File: config.mk
export PLATFORM = sky130hd
export DESIGN_NAME = uart_rx_fifo_link_watchdog
export DESIGN_NICKNAME = d
export VERILOG_FILES = /design/src/urfw_pkg.sv /design/src/urfw_ring.sv /design/src/urfw_core.sv /design/src/uart_rx_fifo_link_watchdog.sv
export SDC_FILE = /design/constraint.sdc
export NUM_CORES = 1
export LEC_CHECK = 0
export BUFFER_PORTS_ARGS = -buffer_cell sky130_fd_sc_hd__buf_4
export CORE_MARGIN = 2
export CORE_UTILIZATION = 50
export CTS_BUF_LIST = sky130_fd_sc_hd__clkbuf_2 sky130_fd_sc_hd__clkbuf_4 sky130_fd_sc_hd__clkbuf_8
export CTS_CLUSTER_SIZE = 28
export DETAILED_ROUTE_END_ITERATION = 7
export GPL_TIMING_DRIVEN = 0
export PLACE_DENSITY = 0.66
export SLEW_MARGIN = 5
export SYNTH_ARGS = -nofsm -noshare
export SYNTH_HDL_FRONTEND = slang
export SYNTH_SLANG_ARGS = --single-unit
File: constraint.sdc
create_clock -name clk -period 16.95 [get_ports clk]
set_input_delay 1.695 -clock clk [delete_from_list [all_inputs] [get_ports clk]]
set_output_delay 1.695 -clock clk [all_outputs]
set_load 0.05 [all_outputs]
File: src/urfw_pkg.sv
// Shared constants and types of the receive ring, transmit tracker and link watchdog.
`default_nettype none

package urfw_pkg;

    localparam int QUEUE_DEPTH = 64;
    localparam int QIDX_W      = $clog2(QUEUE_DEPTH);
    localparam int CNT_W       = $clog2(QUEUE_DEPTH + 1);
    localparam int CFG_W       = 16;
    localparam int CFG_IDX_W   = 1;

    localparam logic [2:0] CMD_RX_BYTE   = 3'd0;
    localparam logic [2:0] CMD_READ      = 3'd1;
    localparam logic [2:0] CMD_TX_START  = 3'd2;
    localparam logic [2:0] CMD_TX_READY  = 3'd3;
    localparam logic [2:0] CMD_TICK      = 3'd4;
    localparam logic [2:0] CMD_CLR_DEAD  = 3'd5;
    localparam logic [2:0] CMD_CLR_START = 3'd6;
    localparam logic [2:0] CMD_CLR_STOP  = 3'd7;

    localparam logic [1:0] ST_OK    = 2'd0;
    localparam logic [1:0] ST_EMPTY = 2'd1;
    localparam logic [1:0] ST_FULL  = 2'd2;
    localparam logic [1:0] ST_BUSY  = 2'd3;

    localparam logic [CFG_IDX_W-1:0] REG_GAP_TIME   = 1'd0;
    localparam logic [CFG_IDX_W-1:0] REG_RESET_TIME = 1'd1;

    localparam logic [CFG_W-1:0] GAP_TIME_RST   = 16'd10;
    localparam logic [CFG_W-1:0] RESET_TIME_RST = 16'd1000;

    typedef struct packed {
        logic       push;
        logic       pop;
        logic       clear;
        logic [7:0] data;
    } ring_cmd_t;

    typedef struct packed {
        logic [CNT_W-1:0] count_next;
        logic             empty;
        logic             full;
        logic [7:0]       head;
    } ring_stat_t;

    typedef struct packed {
        logic [1:0]       status;
        logic [7:0]       read_byte;
        logic             send_next;
        logic [CNT_W-1:0] queue_count;
        logic             tx_busy;
        logic             link_dead;
        logic             frame_start;
        logic             frame_stop;
        logic             soft_reset;
    } result_t;

endpackage

`default_nettype wire

File: src/urfw_ring.sv
// Receive byte ring: storage, read and write indexes, fill count and head byte.
`default_nettype none

module urfw_ring (
    input  logic                   clk,
    input  logic                   rst_n,
    input  urfw_pkg::ring_cmd_t    ring_cmd,
    output urfw_pkg::ring_stat_t   ring_stat
);
    import urfw_pkg::*;

    logic [QIDX_W-1:0] wr_idx_reg;
    logic [QIDX_W-1:0] wr_idx_next;
    logic [QIDX_W-1:0] rd_idx_reg;
    logic [QIDX_W-1:0] rd_idx_next;
    logic [QIDX_W-1:0] wr_addr;
    logic [CNT_W-1:0]  count_reg;
    logic [CNT_W-1:0]  count_next;
    logic              wr_en;
    logic              full;
    logic              empty;
    logic [7:0]        rx_store_reg [QUEUE_DEPTH];
    logic [7:0]        rd_data_reg;
    logic [7:0]        byp_data_reg;
    logic              byp_reg;

    function automatic logic [QIDX_W-1:0] idx_inc(input logic [QIDX_W-1:0] i);
        if (i == QIDX_W'(QUEUE_DEPTH - 1)) begin
            return '0;
        end
        return i + 1'b1;
    endfunction

    assign full  = (count_reg == CNT_W'(QUEUE_DEPTH));
    assign empty = (count_reg == '0);

    always_comb
    begin
        wr_idx_next = wr_idx_reg;
        rd_idx_next = rd_idx_reg;
        count_next  = count_reg;
        wr_addr     = wr_idx_reg;
        wr_en       = 1'b0;
        if (ring_cmd.clear) begin
            wr_idx_next = '0;
            rd_idx_next = '0;
            count_next  = '0;
        end
        else begin
            if (ring_cmd.push) begin
                wr_en = 1'b1;
                if (full) begin
                    // The newest slot is overwritten when the ring is full.
                    wr_addr = (wr_idx_reg == '0) ? QIDX_W'(QUEUE_DEPTH - 1)
                                                 : wr_idx_reg - 1'b1;
                end
                else begin
                    wr_idx_next = idx_inc(wr_idx_reg);
                    count_next  = count_reg + 1'b1;
                end
            end
            if (ring_cmd.pop && !empty) begin
                rd_idx_next = idx_inc(rd_idx_reg);
                count_next  = count_reg - 1'b1;
            end
        end
    end

    always_ff @(posedge clk)
    begin
        if (wr_en) begin
            rx_store_reg[wr_addr] <= ring_cmd.data;
        end
        rd_data_reg  <= rx_store_reg[rd_idx_next];
        byp_data_reg <= ring_cmd.data;
    end

    always_ff @(posedge clk or negedge rst_n)
    begin
        if (!rst_n) begin
            wr_idx_reg <= '0;
            rd_idx_reg <= '0;
            count_reg  <= '0;
            byp_reg    <= 1'b0;
        end
        else begin
            wr_idx_reg <= wr_idx_next;
            rd_idx_reg <= rd_idx_next;
            count_reg  <= count_next;
            // A write to the slot that becomes the head is forwarded past the memory.
            byp_reg    <= wr_en && (wr_addr == rd_idx_next);
        end
    end

    assign ring_stat.count_next = count_next;
    assign ring_stat.empty      = empty;
    assign ring_stat.full       = full;
    assign ring_stat.head       = byp_reg ? byp_data_reg : rd_data_reg;

    a_count_bound: assert property (@(posedge clk) disable iff (!rst_n)
        count_reg <= CNT_W'(QUEUE_DEPTH))
        else $error("ring fill count exceeds depth");

    a_clear_empties: assert property (@(posedge clk) disable iff (!rst_n)
        ring_cmd.clear |=> (count_reg == '0 && wr_idx_reg == '0 && rd_idx_reg == '0))
        else $error("ring not empty after clear");

    a_index_gap: assert property (@(posedge clk) disable iff (!rst_n)
        (count_reg != '0 && count_reg != CNT_W'(QUEUE_DEPTH)) |-> wr_idx_reg != rd_idx_reg)
        else $error("ring indexes disagree with fill count");

endmodule

`default_nettype wire

File: src/urfw_core.sv
// Command decode, transmit length tracker, frame gap detector and idle watchdog.
`default_nettype none

module urfw_core (
    input  logic                              clk,
    input  logic                              rst_n,
    input  logic                              en,
    input  logic [2:0]                        cmd,
    input  logic [7:0]                        data,
    input  logic [15:0]                       tx_length,
    input  logic                              rx_error,
    input  logic [urfw_pkg::CFG_W-1:0]        gap_time,
    input  logic [urfw_pkg::CFG_W-1:0]        reset_time,
    input  urfw_pkg::ring_stat_t              ring_stat,
    output urfw_pkg::ring_cmd_t               ring_cmd,
    output urfw_pkg::result_t                 result
);
    import urfw_pkg::*;

    logic [15:0] tx_rem_reg,  tx_rem_next;
    logic        tx_active_reg, tx_active_next;
    logic        rx_ok_reg,   rx_ok_next;
    logic        tx_ok_reg,   tx_ok_next;
    logic [15:0] gap_cnt_reg, gap_cnt_next;
    logic [15:0] rx_idle_reg, rx_idle_next;
    logic [15:0] tx_idle_reg, tx_idle_next;
    logic        dead_reg,    dead_next;
    logic        start_reg,   start_next;
    logic        stop_reg,    stop_next;
    logic [15:0] gap_tmp;
    logic [15:0] rx_tmp;
    logic [15:0] tx_tmp;
    logic        expired;

    function automatic logic [15:0] bump(input logic [15:0] v);
        return (v != 16'hFFFF) ? v + 16'd1 : v;
    endfunction

    always_comb
    begin
        tx_rem_next    = tx_rem_reg;
        tx_active_next = tx_active_reg;
        rx_ok_next     = rx_ok_reg;
        tx_ok_next     = tx_ok_reg;
        gap_cnt_next   = gap_cnt_reg;
        rx_idle_next   = rx_idle_reg;
        tx_idle_next   = tx_idle_reg;
        dead_next      = dead_reg;
        start_next     = start_reg;
        stop_next      = stop_reg;
        gap_tmp        = gap_cnt_reg;
        rx_tmp         = rx_idle_reg;
        tx_tmp         = tx_idle_reg;
        expired        = 1'b0;
        ring_cmd       = '0;
        ring_cmd.data  = data;
        result         = '0;

        case (cmd)
            CMD_RX_BYTE: begin
                ring_cmd.push = en;
                if (ring_stat.full) begin
                    result.status = ST_FULL;
                end
            end
            CMD_READ: begin
                if (ring_stat.empty) begin
                    result.status = ST_EMPTY;
                end
                else begin
                    ring_cmd.pop     = en;
                    result.read_byte = ring_stat.head;
                    rx_ok_next       = 1'b1;
                end
            end
            CMD_TX_START: begin
                if (tx_active_reg) begin
                    result.status = ST_BUSY;
                end
                else begin
                    tx_active_next = 1'b1;
                    tx_ok_next     = 1'b1;
                    if (tx_length != 16'd0) begin
                        result.send_next = 1'b1;
                        tx_rem_next      = tx_length - 16'd1;
                    end
                    else begin
                        tx_rem_next = 16'd0;
                    end
                end
            end
            CMD_TX_READY: begin
                if (tx_active_reg) begin
                    if (tx_rem_reg == 16'd0) begin
                        tx_active_next = 1'b0;
                    end
                    else begin
                        result.send_next = 1'b1;
                        tx_rem_next      = tx_rem_reg - 16'd1;
                    end
                end
            end
            CMD_TICK: begin
                gap_tmp = bump(gap_cnt_reg);
                if (rx_ok_reg) begin
                    gap_tmp    = 16'd0;
                    start_next = 1'b0;
                end
                if (gap_tmp >= gap_time) begin
                    gap_tmp = 16'd0;
                    if (!start_next) begin
                        start_next = 1'b1;
                        stop_next  = 1'b1;
                    end
                end
                rx_tmp     = bump(rx_idle_reg);
                tx_tmp     = bump(tx_idle_reg);
                rx_ok_next = 1'b0;
                if (rx_ok_reg) begin
                    rx_tmp = 16'd0;
                end
                if (tx_ok_reg) begin
                    tx_ok_next = 1'b0;
                    dead_next  = 1'b0;
                    tx_tmp     = 16'd0;
                end
                if (rx_tmp >= reset_time) begin
                    rx_tmp = reset_time;
                end
                if (tx_tmp >= reset_time) begin
                    tx_tmp = reset_time;
                end
                expired      = (rx_tmp >= reset_time) || (tx_tmp >= reset_time);
                gap_cnt_next = gap_tmp;
                rx_idle_next = rx_tmp;
                tx_idle_next = tx_tmp;
                if (expired || rx_error) begin
                    if (expired) begin
                        rx_idle_next = 16'd0;
                        tx_idle_next = 16'd0;
                        dead_next    = 1'b1;
                    end
                    tx_rem_next       = 16'd0;
                    tx_active_next    = 1'b0;
                    rx_ok_next        = 1'b0;
                    tx_ok_next        = 1'b0;
                    gap_cnt_next      = 16'd0;
                    start_next        = 1'b0;
                    stop_next         = 1'b0;
                    ring_cmd.clear    = en;
                    result.soft_reset = 1'b1;
                end
            end
            CMD_CLR_DEAD: begin
                dead_next = 1'b0;
            end
            CMD_CLR_START: begin
                start_next = 1'b0;
            end
            CMD_CLR_STOP: begin
                stop_next = 1'b0;
            end
            default: begin
            end
        endcase

        result.queue_count = ring_stat.count_next;
        result.tx_busy     = tx_active_next;
        result.link_dead   = dead_next;
        result.frame_start = start_next;
        result.frame_stop  = stop_next;
    end

    always_ff @(posedge clk or negedge rst_n)
    begin
        if (!rst_n) begin
            tx_rem_reg    <= '0;
            tx_active_reg <= 1'b0;
            rx_ok_reg     <= 1'b0;
            tx_ok_reg     <= 1'b0;
            gap_cnt_reg   <= '0;
            rx_idle_reg   <= '0;
            tx_idle_reg   <= '0;
            dead_reg      <= 1'b0;
            start_reg     <= 1'b0;
            stop_reg      <= 1'b0;
        end
        else if (en) begin
            tx_rem_reg    <= tx_rem_next;
            tx_active_reg <= tx_active_next;
            rx_ok_reg     <= rx_ok_next;
            tx_ok_reg     <= tx_ok_next;
            gap_cnt_reg   <= gap_cnt_next;
            rx_idle_reg   <= rx_idle_next;
            tx_idle_reg   <= tx_idle_next;
            dead_reg      <= dead_next;
            start_reg     <= start_next;
            stop_reg      <= stop_next;
        end
    end

    a_idle_sat: assert property (@(posedge clk) disable iff (!rst_n)
        $past(en) && $past(cmd) == CMD_TICK |-> rx_idle_reg < 16'hFFFF || reset_time == 16'hFFFF)
        else $error("receive idle counter passed its saturation point");

    a_stop_needs_start: assert property (@(posedge clk) disable iff (!rst_n)
        en && cmd == CMD_TICK && !start_reg && start_next |-> stop_next)
        else $error("frame start raised without frame stop");

    a_reset_clears_tx: assert property (@(posedge clk) disable iff (!rst_n)
        en && result.soft_reset |=> !tx_active_reg && tx_rem_reg == 16'd0 && !start_reg)
        else $error("soft reset left transmit or frame state behind");

endmodule

`default_nettype wire

File: src/uart_rx_fifo_link_watchdog.sv
// Top level of the serial receive ring with transmit tracker and link watchdog.
`default_nettype none

// One item enters per clock while out_ready is high. An accepted item is held
// in an input register, is processed by the command logic and the ring once
// the output register can take it, and its result item is captured in the
// output register at the end of that cycle, so the sustained rate is one item
// per cycle while out_ready is high; the path from the input register through
// the watchdog compares and the ring memory's single write and registered read
// port sets the clock limit. A read returns the oldest byte; bytes never written
// to the ring are not readable. The user must write gap_time and reset_time
// through the configuration port only while no item is in flight; not enforced.
module uart_rx_fifo_link_watchdog (
    input  logic                                clk,
    input  logic                                rst_n,
    input  logic                                cfg_we,
    input  logic [urfw_pkg::CFG_IDX_W-1:0]      cfg_index,
    input  logic [urfw_pkg::CFG_W-1:0]          cfg_data,
    input  logic                                in_valid,
    output logic                                in_ready,
    input  logic [2:0]                          cmd,
    input  logic [7:0]                          data,
    input  logic [15:0]                         tx_length,
    input  logic                                rx_error,
    output logic                                out_valid,
    input  logic                                out_ready,
    output logic [1:0]                          status,
    output logic [7:0]                          read_byte,
    output logic                                send_next,
    output logic [urfw_pkg::CNT_W-1:0]          queue_count,
    output logic                                tx_busy,
    output logic                                link_dead,
    output logic                                frame_start,
    output logic                                frame_stop,
    output logic                                soft_reset
);
    import urfw_pkg::*;

    logic [CFG_W-1:0] gap_time_reg;
    logic [CFG_W-1:0] reset_time_reg;
    logic             s1_valid_reg;
    logic [2:0]       cmd_reg;
    logic [7:0]       data_reg;
    logic [15:0]      len_reg;
    logic             err_reg;
    logic             out_valid_reg;
    result_t          res_reg;
    result_t          res_next;
    ring_cmd_t        ring_cmd;
    ring_stat_t       ring_stat;
    logic             fire;
    logic             accept;

    assign fire     = s1_valid_reg && (!out_valid_reg || out_ready);
    assign in_ready = !s1_valid_reg || fire;
    assign accept   = in_valid && in_ready;

    always_ff @(posedge clk or negedge rst_n)
    begin
        if (!rst_n) begin
            gap_time_reg   <= GAP_TIME_RST;
            reset_time_reg <= RESET_TIME_RST;
        end
        else if (cfg_we) begin
            case (cfg_index)
                REG_GAP_TIME:   gap_time_reg   <= cfg_data;
                REG_RESET_TIME: reset_time_reg <= cfg_data;
                default: begin
                end
            endcase
        end
    end

    always_ff @(posedge clk or negedge rst_n)
    begin
        if (!rst_n) begin
            s1_valid_reg  <= 1'b0;
            out_valid_reg <= 1'b0;
        end
        else begin
            if (accept) begin
                s1_valid_reg <= 1'b1;
            end
            else if (fire) begin
                s1_valid_reg <= 1'b0;
            end
            if (fire) begin
                out_valid_reg <= 1'b1;
            end
            else if (out_ready) begin
                out_valid_reg <= 1'b0;
            end
        end
    end

    always_ff @(posedge clk)
    begin
        if (accept) begin
            cmd_reg  <= cmd;
            data_reg <= data;
            len_reg  <= tx_length;
            err_reg  <= rx_error;
        end
        if (fire) begin
            res_reg <= res_next;
        end
    end

    urfw_ring u_ring (
        .clk       (clk),
        .rst_n     (rst_n),
        .ring_cmd  (ring_cmd),
        .ring_stat (ring_stat)
    );

    urfw_core u_core (
        .clk        (clk),
        .rst_n      (rst_n),
        .en         (fire),
        .cmd        (cmd_reg),
        .data       (data_reg),
        .tx_length  (len_reg),
        .rx_error   (err_reg),
        .gap_time   (gap_time_reg),
        .reset_time (reset_time_reg),
        .ring_stat  (ring_stat),
        .ring_cmd   (ring_cmd),
        .result     (res_next)
    );

    assign out_valid   = out_valid_reg;
    assign status      = res_reg.status;
    assign read_byte   = res_reg.read_byte;
    assign send_next   = res_reg.send_next;
    assign queue_count = res_reg.queue_count;
    assign tx_busy     = res_reg.tx_busy;
    assign link_dead   = res_reg.link_dead;
    assign frame_start = res_reg.frame_start;
    assign frame_stop  = res_reg.frame_stop;
    assign soft_reset  = res_reg.soft_reset;

endmodule

`default_nettype wire
==> results of run 1 <==
-- worst max path at each step --
stage | start | end | cells past startpoint
detailed placement | u_core.rx_idle_reg[0] | u_ring.rd_data_reg[7] | 32
global placement | u_core.rx_idle_reg[0] | u_ring.rd_data_reg[7] | 32
CTS | u_core.rx_idle_reg[0] | u_ring.rd_data_reg[7] | 32
finish | u_core.rx_idle_reg[0] | u_ring.rd_data_reg[7] | 32
global route | u_core.rx_idle_reg[0] | u_ring.rd_data_reg[7] | 32
floorplan | u_core.tx_idle_reg[3] | u_ring.rd_data_reg[7] | 28
-- synth_stat cells, drive strengths merged (12+ instances only) --
master	instances
dfrtp	116
o22ai	37
xor2	36
nor2	204
nand2	368
a211oi	34
inv	63
nand4	35
and2	13
ha	90
nor4	19
buf	64
nand2b	17
clkbuf	68
nand3	73
a21oi	106
mux2	45
o21ai	139
mux2i	59
o221ai	12
a21o	26
a22o	59
xnor2	21
nor3	58
or3	17
o31ai	18
and3	30
a31oi	47
edfxtp	563
dfxtp	16
o211ai	17
-- layout by cell type (no fill, tap or decap), drive strengths merged, types with 17 or more instances in the layout --
cell type | netlist | final
a211oi | 34 | 34
a21o | 26 | 26
a21oi | 106 | 106
a22o | 59 | 59
a31oi | 47 | 47
and3 | 30 | 30
buf | 64 | 161
clkbuf | 68 | 234
clkinv | 0 | 34
dfrtp | 116 | 116
edfxtp | 563 | 563
ha | 90 | 90
inv | 63 | 63
mux2 | 45 | 45
mux2i | 59 | 59
nand2 | 368 | 368
nand2b | 17 | 17
nand3 | 73 | 73
nand4 | 35 | 35
nor2 | 204 | 204
nor3 | 58 | 58
nor4 | 19 | 19
o211ai | 17 | 17
o21ai | 139 | 139
o22ai | 37 | 37
o31ai | 18 | 18
or3 | 17 | 17
xnor2 | 21 | 21
xor2 | 36 | 36
-- layout make-up --
class | instances | share of cell area, %
timing repair buffer | 97 | 3.09
sequential | 703 | 55.5
clock inverter | 37 | 0.707
antenna | 4 | 0.0273
tap | 846 | 2.89
buffer | 132 | 1.90
clock buffer | 166 | 5.57
multi-input combinational | 1727 | 29.6
inverter | 63 | 0.646
-- kinds of logic (layout without fill, tap and decap cells) --
logic type / Yosys count / count (layout)
compound gates: 586 / 586
xor+xnor: 57 / 57
fa+ha+maj: 90 / 90
buf+inv: 195 / 495
flops: 703 / 703
mux: 109 / 109
other cells: 0 / 4
simple gates: 885 / 885
-- per-layer routing --
metal / GRT usage, % / routed length [microns] / up-vias
met5: 0 / 0 / -
met4: 16.2 / 6080 / 0
met3: 8.98 / 12500 / 349
met2: 48.8 / 47800 / 1568
met1: 42.0 / 40800 / 11772
li1: - / - / 10347
-- metrics by stage --
| step | cells | hold slack [ps] | utilization, % | instance area [sq um] |
|---|---|---|---|---|
| final | 3775 | 512 | 57.8 | 36600 |
| after global routing | 3773 | 526 | 57.8 | 36600 |
| after CTS | 3771 | 513 | 57.8 | 36600 |
| after detailed placement | 3568 | 489 | 54.2 | 34300 |
| after global placement | 3545 | 486 | 53.3 | 33700 |
| after floorplan | 2625 | 466 | - | 32100 |
-- where the power goes --
part	internal (mW)	switching [mW]	leakage [nW]	total, mW
registers	1.95	0.0644	6.84	2.01
logic	0.422	1.01	5.55	1.44
clock network	0.813	0.691	1.22	1.50
total	3.18	1.77	13.6	4.95
-- worst max-delay path: cells and delay by family, from the launching register on --
family / cells / cell delay [ps]
AO/OA/AOI/OAI: 12 / 3620
AND/OR/NAND/NOR: 12 / 2980
buffers and inverters: 4 / 2000
adder cells (fa/ha/maj): 3 / 720
flip-flops: 1 / 400
XOR/XNOR: 1 / 210
==> impl_metrics.env, run 1 <==
export IMPL_first_pass_iters=6
export IMPL_synth_compound_area_share_pct=12.3
export IMPL_yosysSeqAreaShare_pct=63.3
export IMPL_grt_overflow=0
export IMPL_place_ws_ps=7220
export IMPL_dieArea_sq_mm=0.0663
export IMPL_track_usage_pct=32.0
export IMPL_worstHoldEndpoint="reset_time_reg[10]"
export IMPL_drv_slew=0
export IMPL_antenna_found_initial=3
export IMPL_cp_slowest_cell="buf_1"
export IMPL_cts_buffer_depth=3
export IMPL_cpMostUsedCell="o21ai_0"
export IMPL_whs_path_depth=1
export IMPL_wirelength_microns=107000
export IMPL_synth_top_area_share_pct=52.6
export IMPL_cts_hold_buf=0
export IMPL_cts_tree="built"
export IMPL_cts_resized_gates=0
export IMPL_async_flop_share_pct=17.6
export IMPL_cts_sinks=703
export IMPL_nFillCells=5211
export IMPL_rsz0062_at_grt="false"
export IMPL_rrSetupSlack_ps=6850
export IMPL_rr_startpoint="u_core.rx_idle_reg[0]"
export IMPL_synth_flop_cell="edfxtp_1"
export IMPL_io_buffers=74
export IMPL_dp_hpwl_microns=73800
export IMPL_cts_htree_levels=3
export IMPL_setup_viol=0
export IMPL_fin_nets=2977
export IMPL_critical_path_max_stage_delay_ps=920
export IMPL_worstPathRequired_ps=17550
export IMPL_yosysWarnings=0
export IMPL_fmax_mhz=99.0
export IMPL_via_count=24036
export IMPL_startpoint_type="flip-flop"
export IMPL_synth_edf_count=563
export IMPL_min_period_over_period_pct=59.6
export IMPL_syn_to_final_growth_pct=14.0
export IMPL_largest_reg_flops=512
export IMPL_grt_pass1_wl_microns=155000
export IMPL_ys_types=94
export IMPL_outcome="complete, no violations"
export IMPL_worst_pin_slew_ps=1300
export IMPL_synth_top_family_by_area="simple AND/OR/NAND/NOR gates"
export IMPL_synth_simple_gate_area_share_pct=12.7
export IMPL_grt_pass1_vias=23299
export IMPL_fin_skew_ps=57.4
export IMPL_initial_utilization_pct=50.7
export IMPL_clk_pin_slew_worst_paths_ps=60
export IMPL_gp_congestion=1.01
export IMPL_regArea_sq_mm=0.0203
export IMPL_layout_drive_gt1_share_pct=14.4
export IMPL_setup_tns_ps=0
export IMPL_die_w_microns=257
export IMPL_synth_avg_cell_area_sq_um=12.2
export IMPL_drtIter0Drc=3388
export IMPL_ys_ff_latch=703
export IMPL_reg2reg_to="u_ring.rd_data_reg[7]"
export IMPL_muxShareOfSynthArea_pct=3.78
export IMPL_syn_inst=2625
export IMPL_ant_nets=0
export IMPL_timing_final_ws_setup_ps=6850
export IMPL_syn_nets=2765
export IMPL_cts_buffers=113
export IMPL_period_minus_slack_ps=10100
export IMPL_power_mw=4.95
export IMPL_leakage_nw=13.6
export IMPL_die_y_microns=257
export IMPL_drv_cap=0
export IMPL_crit_type="flip-flop to flip-flop"
export IMPL_path_max_fanout=10
export IMPL_r2r_cells=32
export IMPL_hp_class="flip-flop to flip-flop"
export IMPL_multi_input_area_sq_mm=0.0108
export IMPL_arrival_ps=10710
export IMPL_cp_end_kind="flip-flop"
export IMPL_grt_max_degree=80
export IMPL_syn_area_sq_mm=0.0321
export IMPL_post_cts_setup_buffers=0
export IMPL_slew_headroom_pct=13.2
export IMPL_final_hold_violation_count=0
export IMPL_rows=92
export IMPL_yosysTopAreaCell="edfxtp_1"
export IMPL_io_pins=75
export IMPL_synth_area_leaders="edfxtp_1, dfrtp_1, nand2_1, ha_1, nor2_1"
export IMPL_min_from="reset_time_reg[10]"
export IMPL_wl_per_cell_microns=28.4
export IMPL_clkLatencyLatePin_ps=780
export IMPL_synthXorXnorAreaFrac_pct=1.55
export IMPL_ir_drop_v=0.0000924
export IMPL_core_sq_mm=0.0633
export IMPL_post_route_drc_count=0
export IMPL_via_per_inst=6.37
export IMPL_p_per_area_mw_per_mm2=135
export IMPL_yosys_area_share_adder_pct=3.51
export IMPL_clockRootBuffer="clkbuf_8"
No activity file was read; power rests on OpenSTA's default activity.
==> inputs of run 2 (changes only) <==
==> constraint.sdc (replaced) <==
create_clock -name clk -period 10 [get_ports clk]
set_input_delay 1 -clock clk [delete_from_list [all_inputs] [get_ports clk]]
set_output_delay 1 -clock clk [all_outputs]
set_load 0.05 [all_outputs]
==> impl_metrics.env, run 2 (same netlist as run 1, synthesis figures left out) <==
export IMPL_via_count=24164
export IMPL_setup_tns_ps=0
export IMPL_fin_skew_ps=54.8
export IMPL_rows=92
export IMPL_die_y_microns=257
export IMPL_rsz0062_at_grt="false"
export IMPL_seqPwrFrac_pct=40.6
export IMPL_io_pins=75
export IMPL_rrSetupSlack_ps=530
export IMPL_syn_to_final_growth_pct=14.0
export IMPL_cts_buffer_depth=3
export IMPL_final_common_cell="edfxtp_1"
export IMPL_power_frac_clock_pct=30.3
export IMPL_path_max_fanout=10
export IMPL_core_sq_mm=0.0633
export IMPL_worstPathRequired_ps=10580
export IMPL_cts_resized_gates=0
export IMPL_place_ws_ps=272
export IMPL_drv_cap=0
export IMPL_min_period_over_period_pct=94.7
export IMPL_cts_sinks=703
export IMPL_track_usage_pct=32.0
export IMPL_r2r_cells=30
export IMPL_clkLatencyLatePin_ps=770
export IMPL_layout_drive_gt1_share_pct=14.5
export IMPL_switchingPower_mw=3.00
export IMPL_drtIter0Drc=3242
export IMPL_leakage_nw=13.6
export IMPL_most_common_layout_cells="edfxtp_1, nand2_1, nor2_1"
export IMPL_period_minus_slack_ps=9470
export IMPL_die_w_microns=257
export IMPL_via_per_inst=6.40
export IMPL_cp_slowest_cell="buf_1"
export IMPL_dp_hpwl_microns=73800
export IMPL_hp_class="primary input to asynchronous set/reset pin"
export IMPL_wl_per_cell_microns=28.3
export IMPL_grt_pass1_vias=23299
export IMPL_clk_pin_slew_worst_paths_ps=60
export IMPL_cp_end_kind="flip-flop"
export IMPL_gp_congestion=1.01
export IMPL_outcome="complete, no violations"
export IMPL_timing_final_ws_setup_ps=529
export IMPL_slew_headroom_pct=14.6
export IMPL_final_hold_violation_count=0
export IMPL_grt_pass1_wl_microns=155000
export IMPL_internal_power_mw=5.39
export IMPL_rr_startpoint="u_core.rx_idle_reg[0]"
export IMPL_power_frac_comb_pct=29.0
export IMPL_grt_max_degree=80
export IMPL_fmax_mhz=106
export IMPL_fin_nets=2977
export IMPL_reg2reg_to="u_ring.rd_data_reg[3]"
export IMPL_crit_type="flip-flop to flip-flop"
export IMPL_arrival_ps=10060
export IMPL_setup_viol=0
export IMPL_startpoint_type="flip-flop"
export IMPL_grt_overflow=0
export IMPL_clockRootBuffer="clkbuf_8"
export IMPL_io_buffers=74
export IMPL_ant_nets=0
export IMPL_cts_tree="built"
export IMPL_cts_hold_buf=0
export IMPL_initial_utilization_pct=50.7
export IMPL_largest_reg_flops=512
export IMPL_antenna_found_initial=3
export IMPL_worst_pin_slew_ps=1270
export IMPL_layout_cells_non_filler=3774
export IMPL_cts_htree_levels=3
export IMPL_wirelength_microns=107000
export IMPL_nFillCells=5210
export IMPL_ir_drop_v=0.000157
export IMPL_first_pass_iters=6
export IMPL_post_cts_setup_buffers=0
export IMPL_p_per_area_mw_per_mm2=229
export IMPL_critical_path_max_stage_delay_ps=870
export IMPL_cts_buffers=113
export IMPL_dp_cells=3568
export IMPL_swShare_pct=35.7
export IMPL_dieArea_sq_mm=0.0663
export IMPL_drv_slew=0
export IMPL_post_route_drc_count=0
[run 2: changes by cell type in the layout (fill, tap and decap cells not counted)]
cell / delta
a21oi_2: +1
buf_1: -1
clkbuf_1: -1
nor4_2: +1
nor4_1: -1
clkbuf_2: +2
a21oi_1: -1
diode_2: -1
[run 2: cell type report]
| cell class | instances | area [sq um] | area share, % |
|---|---|---|---|
| flip-flops and latches | 703 | 20300 | 55.5 |
| inverters | 63 | 236 | 0.646 |
| repair buffers | 97 | 1130 | 3.08 |
| clock inverters | 37 | 259 | 0.707 |
| multi-input cells | 1727 | 10900 | 29.6 |
| plain buffers | 132 | 699 | 1.91 |
| diodes | 3 | 7.51 | 0.0205 |
| well taps | 846 | 1060 | 2.89 |
| clock buffers | 166 | 2040 | 5.57 |
[run 2: routing by layer]
metal / global-route usage (%) / share of wire (%)
met4: 16.2 / 5.9
met2: 48.8 / 44
met5: 0 / 0
met3: 8.98 / 12
met1: 42.0 / 38
[run 2: worst max-delay path by stage]
stage | slack (ps) | depth (start not counted) | from | endpoint
after floorplan | 3380 | 28 | u_core.tx_idle_reg[3] | u_ring.rd_data_reg[7]
after global placement | 340 | 32 | u_core.rx_idle_reg[0] | u_ring.rd_data_reg[7]
after CTS | 200 | 32 | u_core.rx_idle_reg[0] | u_ring.rd_data_reg[7]
after detailed placement | 270 | 32 | u_core.rx_idle_reg[0] | u_ring.rd_data_reg[7]
final | 530 | 30 | u_core.rx_idle_reg[0] | u_ring.rd_data_reg[3]
after global routing | 150 | 32 | u_core.rx_idle_reg[0] | u_ring.rd_data_reg[7]
[run 2: worst max-delay path: cells and delay by family, from the launching register on]
kind                     cells  cell delay, ps
AO/OA/AOI/OAI               12            3430
XOR/XNOR                     1             200
adder cells (fa/ha/maj)      3             770
buffers and inverters        4            1900
flip-flops                   1             410
AND/OR/NAND/NOR             10            2560
[run 2: per-stage QoR]
stage	total power [mW]	hold slack [ps]	util (%)	cell area, sq um
after floorplan	4.78	466	-	32100
after global placement	5.73	486	53.3	33700
after detailed placement	5.78	489	54.2	34300
after CTS	8.29	311	57.8	36600
after global routing	8.61	341	57.8	36600
final	8.39	302	57.9	36600
[run 2: power by group through the flow]
stage | Clock [mW] | Sequential, mW | Combinational [mW]
after floorplan | 0 | 3.49 | 1.29
after global placement | 0 | 3.50 | 2.23
after detailed placement | 0 | 3.46 | 2.32
after CTS | 2.56 | 3.41 | 2.33
after global routing | 2.69 | 3.42 | 2.50
final | 2.55 | 3.41 | 2.44
